[config.mk]
export PLATFORM = sky130hd
export DESIGN_NAME = hdt_front
export DESIGN_NICKNAME = d
export VERILOG_FILES = /design/src/rtl/hdt_pkg.sv /design/src/rtl/hdt_front.sv
export SDC_FILE = /design/constraint.sdc
export NUM_CORES = 1
export LEC_CHECK = 0
export ABC_AREA = 1
export BUFFER_PORTS_ARGS = -buffer_cell sky130_fd_sc_hd__buf_2
export CORE_ASPECT_RATIO = 0.7
export CORE_MARGIN = 1
export CORE_UTILIZATION = 42
export CTS_BUF_LIST = sky130_fd_sc_hd__clkbuf_16
export DETAILED_ROUTE_END_ITERATION = 8
export MAX_ROUTING_LAYER = met4
export PLACE_DENSITY = 0.69
export SETUP_SLACK_MARGIN = 0.02
export SYNTH_ARGS = -nofsm -noshare
export SYNTH_HDL_FRONTEND = slang
export SYNTH_SLANG_ARGS = --single-unit
[constraint.sdc]
create_clock -name clk -period 2.47 [get_ports clk]
set_clock_uncertainty 0.15 [all_clocks]
set_input_delay 0.494 -clock clk [delete_from_list [all_inputs] [get_ports clk]]
set_output_delay 0.494 -clock clk [all_outputs]
set_load 0.02 [all_outputs]
[src/rtl/hdt_pkg.sv]
`timescale 1ns / 1ps

package hdt_pkg;

	localparam int SYM_W  = 8;
	localparam int BITS_W = 16;
	localparam int LEN_W  = 5;
	localparam int Q_DEPTH = 2;
	localparam int Q_AW    = 1;

	typedef enum logic [1:0] {
		OP_CLEAR  = 2'd0,
		OP_INSERT = 2'd1,
		OP_DECODE = 2'd2,
		OP_END    = 2'd3
	} op_t;

	typedef enum logic [2:0] {
		ST_OK           = 3'd0,
		ST_EMPTY        = 3'd1,
		ST_THROUGH_LEAF = 3'd2,
		ST_DUPLICATE    = 3'd3,
		ST_FULL         = 3'd4,
		ST_BAD_BRANCH   = 3'd5,
		ST_TRUNCATED    = 3'd6,
		ST_BLOCKED      = 3'd7
	} status_t;

	// Classified item as it leaves the front queue
	typedef struct packed {
		op_t               op;
		logic              bad_code;
		logic [SYM_W-1:0]  sym;
		logic [BITS_W-1:0] bits;
		logic [LEN_W-1:0]  pos;
		logic              bit_req;
	} cmd_t;

endpackage

[src/rtl/hdt_front.sv]
`timescale 1ns / 1ps

module hdt_front import hdt_pkg::*; #(
	parameter int MAX_CODE_LEN = 16,
	parameter int SYMBOL_COUNT = 256
) (
	input  logic        clk,
	input  logic        arst_n,
	input  logic        s_tvalid,
	output logic        s_tready,
	input  logic [31:0] s_tdata,   // symbol[7:0], code_bits[23:8], code_len[28:24], bit_req[29]
	input  logic [1:0]  s_tuser,   // func[1:0]
	output logic        q_valid,
	input  logic        q_pop,
	output cmd_t        q_cmd
);

	cmd_t             in_cmd;
	logic [LEN_W-1:0] in_len;
	cmd_t             entry_q [Q_DEPTH];
	logic [Q_AW-1:0]  wr_ptr_q;
	logic [Q_AW-1:0]  rd_ptr_q;
	logic [Q_AW:0]    cnt_q;
	logic             push;

	// Classify: decode the opcode and check the code header once, here
	always_comb begin
		in_len          = s_tdata[28:24];
		in_cmd.op       = op_t'(s_tuser);
		in_cmd.sym      = s_tdata[7:0];
		in_cmd.bits     = s_tdata[23:8];
		in_cmd.pos      = in_len - LEN_W'(1);
		in_cmd.bit_req  = s_tdata[29];
		in_cmd.bad_code = (in_len == '0) || (32'(in_len) > 32'(MAX_CODE_LEN)) ||
			(32'(s_tdata[7:0]) >= 32'(SYMBOL_COUNT));
	end

	assign s_tready = (cnt_q != (Q_AW+1)'(Q_DEPTH));
	assign push     = s_tvalid && s_tready;
	assign q_valid  = (cnt_q != '0);
	assign q_cmd    = entry_q[rd_ptr_q];

	always_ff @(posedge clk) begin
		if (push) begin
			entry_q[wr_ptr_q] <= in_cmd;
		end
	end

	always_ff @(posedge clk or negedge arst_n) begin
		if (!arst_n) begin
			wr_ptr_q <= '0;
			rd_ptr_q <= '0;
			cnt_q    <= '0;
		end else begin
			if (push) begin
				wr_ptr_q <= wr_ptr_q + Q_AW'(1);
			end
			if (q_pop) begin
				rd_ptr_q <= rd_ptr_q + Q_AW'(1);
			end
			unique case ({push, q_pop})
				2'b10:   cnt_q <= cnt_q + (Q_AW+1)'(1);
				2'b01:   cnt_q <= cnt_q - (Q_AW+1)'(1);
				default: cnt_q <= cnt_q;
			endcase
		end
	end

endmodule

Word-level counts from Yosys, hierarchy flattened:

Memory sizes are Yosys's and may differ from the RTL's.
Index checks and enable logic that the tools add are counted.

* add/subtract/negate cells: 5
* magnitude comparators: 1
* equality and inequality tests: 3
* multiplexer cells: 3
* reduce and logical (&&, ||, !) cells: 5

Operators by type and width (count)
* $gt A5 B5 Y1 const B: 1
* $logic_not A5 Y1: 1
* $sub A5 B1 Y5 const B: 1
* $pmux W2 S2: 1
* $reduce_bool A2 Y1: 2
* $add A1 B1 Y1 const B: 2
* $add A2 B1 Y2 const B: 1
* $eq A2 B1 Y1 const B: 1
* $eq A2 B2 Y1 const B: 1
* $mux W1: 2
* $ne A2 B2 Y1 const B: 1
* $sub A2 B1 Y2 const B: 1
* $logic_and A1 B1 Y1: 1
* $logic_or A1 B1 Y1: 1

* register bits after elaboration: 4
* bits in writable memories: 66
* output and inout port bits: 35
* word-level logic and storage cells: 21
* memories kept: 1

Memory list
* entry_q: depth 2, bits a word 33, read ports 1, clocked after memory_dff 0, wr ports 1, RTL line hdt_front.sv:20 `cmd_t entry_q [Q_DEPTH];`

Logic depth before layout (Yosys ltp):

* depth in word-level cells: 4
* gate-level depth with buffers: 9
* gate-level depth less buffers: 9

Least setup slack after synthesis:

Ideal clock, no wire load.

* path kind: register to register
* from: register cnt_q[0]
* to: memory entry_q[0][0] (netlist name) (enable)
* library setup time: 0.423 ns
* arrival: 2.080 ns
* data required time: 1.897 ns
* slack: -0.183 ns
* cell stages (with the launch flop): 5
* path buffers: 0
* path through: dfrtp_1 inv_1 nand2_2 nand2_2 nor2_1

* word-level cells in the longest chain between the ends: 4

RTL lines
* start, declared: RTL line hdt_front.sv:23 `logic [Q_AW:0] cnt_q;`
* start signal, assigned: RTL line hdt_front.sv:62 `2'b10: cnt_q <= cnt_q + (Q_AW+1)'(1);`
* start signal, assigned: RTL line hdt_front.sv:63 `2'b01: cnt_q <= cnt_q - (Q_AW+1)'(1);`
* start signal, assigned: RTL line hdt_front.sv:64 `default: cnt_q <= cnt_q;`
* $ne A2 B2 Y1: RTL line hdt_front.sv:38 `assign s_tready = (cnt_q != (Q_AW+1)'(Q_DEPTH));`
* via s_tready: RTL line hdt_front.sv:10 `output logic s_tready,`
* $logic_and A1 B1 Y1: RTL line hdt_front.sv:39 `assign push = s_tvalid && s_tready;`
* $mux W1: RTL line hdt_front.sv:44 `if (push) begin`
* $mux W1 (implied by the code): RTL line hdt_front.sv:45 `entry_q[wr_ptr_q] <= in_cmd;`
* end, declared: RTL line hdt_front.sv:20

The timed path passes the listed nets, and every way through them passes these cells.

==> impl_results.md <==
- Status: finished, final reports clean
- MaxCap Viol Count: 0
- Wirelength per Cell: ~12 um
- Syn nets: about 250
- RSZ-0062 raised after global routing: false
- Crit-path cells: buf_4, o21ai_0, buf_2
- Clock transition at path regs: ~0.050 ns
- Core area: between 0.006 and 0.007 mm2
- Met2 track demand over resource: 0.233
- Worst path bufs/invs: 2
- Vias in the first global route: between 1500 and 2000
- Mean number of vias per cell: roughly 4.6
- Met3 usage: 0.0716
- Worst r2r src: cnt_q[0]$_DFFE_PN0P_
- Vias: roughly 1700
- CTS tree: done
- Peak VDD IR: between 0.5 and 0.6 mV
- Reg2reg end: entry_q[0][14]$_DFFE_PP_
- Worst-Margin Slew: about 0.45 ns
- Num rows: 24
- Global-route layer with the greatest usage: met2
- IO Pins: between 70 and 80
- Slew Viols, Final: 0
- Worst-Skew Late Latency: 0.32 ns
- Hold EP: entry_q[1][6]$_DFFE_PP_
- Critical path's slowest cell: dfrtp_2
- Synthesis warning total: 0
- Yosys reg bits: 70
- Mapped cell area: roughly 0.0028 mm2
- Internal reg-to-reg setup slack: just over 0.8 ns
- H-Tree Depth: 3
- Die ar.: between 0.006 and 0.007 mm2
- Nets@finish: roughly 330
- Port bufs: 70
- Num Clock Sinks: 70
- Crit path max-delay family: buffers and inverters
- CP Launch Type: flip-flop
- Layout Cells excl Fill: 377
- Min-Delay Path Class: input port to flip-flop
- Syn Area/Cell: ~13 um2
- CTS Root Buffer Type: clkbuf_16
- Max Freq: 493 MHz
- Remaining antenna violation count: 0
- Largest net degree at the start of global routing: 35
- CTS max path bufs: 2
- Register area share after synthesis: 0.756
- N_diodes: 0
- Endpoints failing hold: 0
- Synthesized instance count: about 210
- Length in cells of the worst reg-to-reg path: 5
- Total gr overflow: 0
- Worst endpoint data arrival time: between 1 and 1.5 ns
- Critical Path RT: 1.83 ns
- Die height: around 70 um
- DRC viols: 0
- Detailed Place HPWL: 2.98 mm
- Layout cells sized above 1: 0.314
- HP Start: s_tdata[8]
- Area delta synth->final: 26.8%
- Setup violators final: 0
- Crit end category: output port
- Post-synthesis cell type count: 18
- CTS Buf Count: 9
- Worst hold stages: 1
- Initial antenna violation count: 0
- Detailed Route Iter0 Violations: 37
- Critical path class: flip-flop to output port
- # Post-CTS Setup Buffers: 0
- Inst Count DP: 360
- First-pass GRT wire length: about 7.3 mm
- Chip width: between 90 and 100 um
- Placer Congestion: between 0.6 and 0.7
- Crit path time final: between 2 and 2.5 ns
- Final wirelength: between 4 and 5 mm
- Max stage delay on crit path: approximately 0.4 ns
- DR pass1 iterations: 4
- Final Cycle Share: 0.821
- M1 GR Usage: 0.165
- Worst Path Max Fanout: 34
- P_leak: 1.53 nW
- Worst slew margin: 0.703
- Pwr dens: 1240 mW/mm2
- Setup TNS: 0 ns
- Initial Util: 0.439
- Global Route Usage Sum: 0.147
[cell usage in the layout, fill, tap and decap left out, types with 2 or more instances in the layout]
master | Yosys | final
nor2_4 | 1 | 2
dfrtp_1 | 4 | 3
o21ai_0 | 30 | 30
clkinv_1 | 0 | 2
inv_1 | 44 | 44
o21ai_1 | 3 | 3
nand2_2 | 2 | 2
ha_1 | 2 | 2
nand2_1 | 43 | 43
buf_4 | 0 | 5
nand3_1 | 3 | 3
clkinvlp_4 | 0 | 3
xor2_1 | 2 | 2
edfxtp_1 | 66 | 66
clkbuf_16 | 0 | 9
nand4_1 | 3 | 3
buf_2 | 1 | 70
[power breakdown]
group          internal (mW)  leakage [nW]  switching, mW
logic                  0.419         0.739          0.987
registers               1.63         0.660         0.0786
clock network          0.771         0.133          0.441
[how the worst max path moves through the flow]
stage | start | to | cells after the start
after floorplan | cnt_q[0]$_DFFE_PN0P_ | entry_q[0][0]$_DFFE_PP_ | 4
after global placement | s_tvalid | entry_q[0][25]$_DFFE_PP_ | 4
after detailed placement | s_tvalid | entry_q[0][25]$_DFFE_PP_ | 4
after CTS | rd_ptr_q$_DFFE_PN0P_ | q_cmd[11] | 3
after global routing | rd_ptr_q$_DFFE_PN0P_ | q_cmd[11] | 4
final | rd_ptr_q$_DFFE_PN0P_ | q_cmd[11] | 3
[cell type report]
class | count | area [um2]
clock buffers | 9 | 225
clock inverters | 7 | 65.1
fillers | 543 | 2790
inverters | 44 | 165
multi-input cells | 93 | 455
flip-flops and latches | 70 | 2080
well taps | 78 | 97.6
repair buffers | 76 | 398
[logic make-up (layout without fill, tap and decap cells)]
kind of cell | count (synthesis) | count (layout) | share of synthesized area
flops | 70 | 70 | 0.756
xor+xnor | 3 | 3 | 0.00955
compound gates | 34 | 34 | 0.0618
fa+ha+maj | 2 | 2 | 0.00909
buf+inv | 51 | 136 | 0.0809
simple gates | 54 | 54 | 0.0823
[per-layer routing]
metal	up-vias	wire (um)	share of wire
met5	-	0	0
met4	0	13	0.0029
met3	2	326	0.073
met2	60	2130	0.47
met1	786	2010	0.45
li1	872	-	-
[flip-flops by register name, summed over array words and instances (netlist names)]
register / count
wr_ptr_q: 1
entry_q: 66
rd_ptr_q: 1
cnt_q: 2
[through the flow]
step	setup WS, ns	utilization	total power [mW]	cell area (um2)	hold slack, ns
after global placement	0.757	0.508	3.13	3190	0.153
after CTS	0.407	0.556	4.38	3490	0.203
final	0.443	0.556	4.32	3490	0.210
after detailed placement	0.741	0.508	3.16	3190	0.154
after floorplan	0.366	-	2.71	2760	0.0484
after global routing	0.359	0.556	4.57	3490	0.199
[timing repair]
item	CTS	global route
hold buffers	1	0
hold endpoints to repair	4	0
gates resized for setup	0	0
[cell usage after synthesis (all sizes together)]
cell / number / area, um2
buf: 5 / 50.0
nand3: 3 / 15.0
edfxtp: 66 / 1980
nand2: 45 / 174
nor2: 3 / 18.8
xor2: 2 / 17.5
ha: 2 / 25.0
clkbuf: 2 / 7.51
inv: 44 / 165
o21ai: 33 / 165
a21oi: 1 / 5.00
nand4: 3 / 18.8
xnor2: 1 / 8.76
dfrtp: 4 / 100
[worst register-to-register path: stages, from the launching register on]
cell and delay [ns]:
dfrtp_1 0.38, inv_1 0.09, nand2_2 0.09, nand2_2 0.10
nor2_4 0.09, buf_4 0.40
Power figures use the tool's default switching activity.
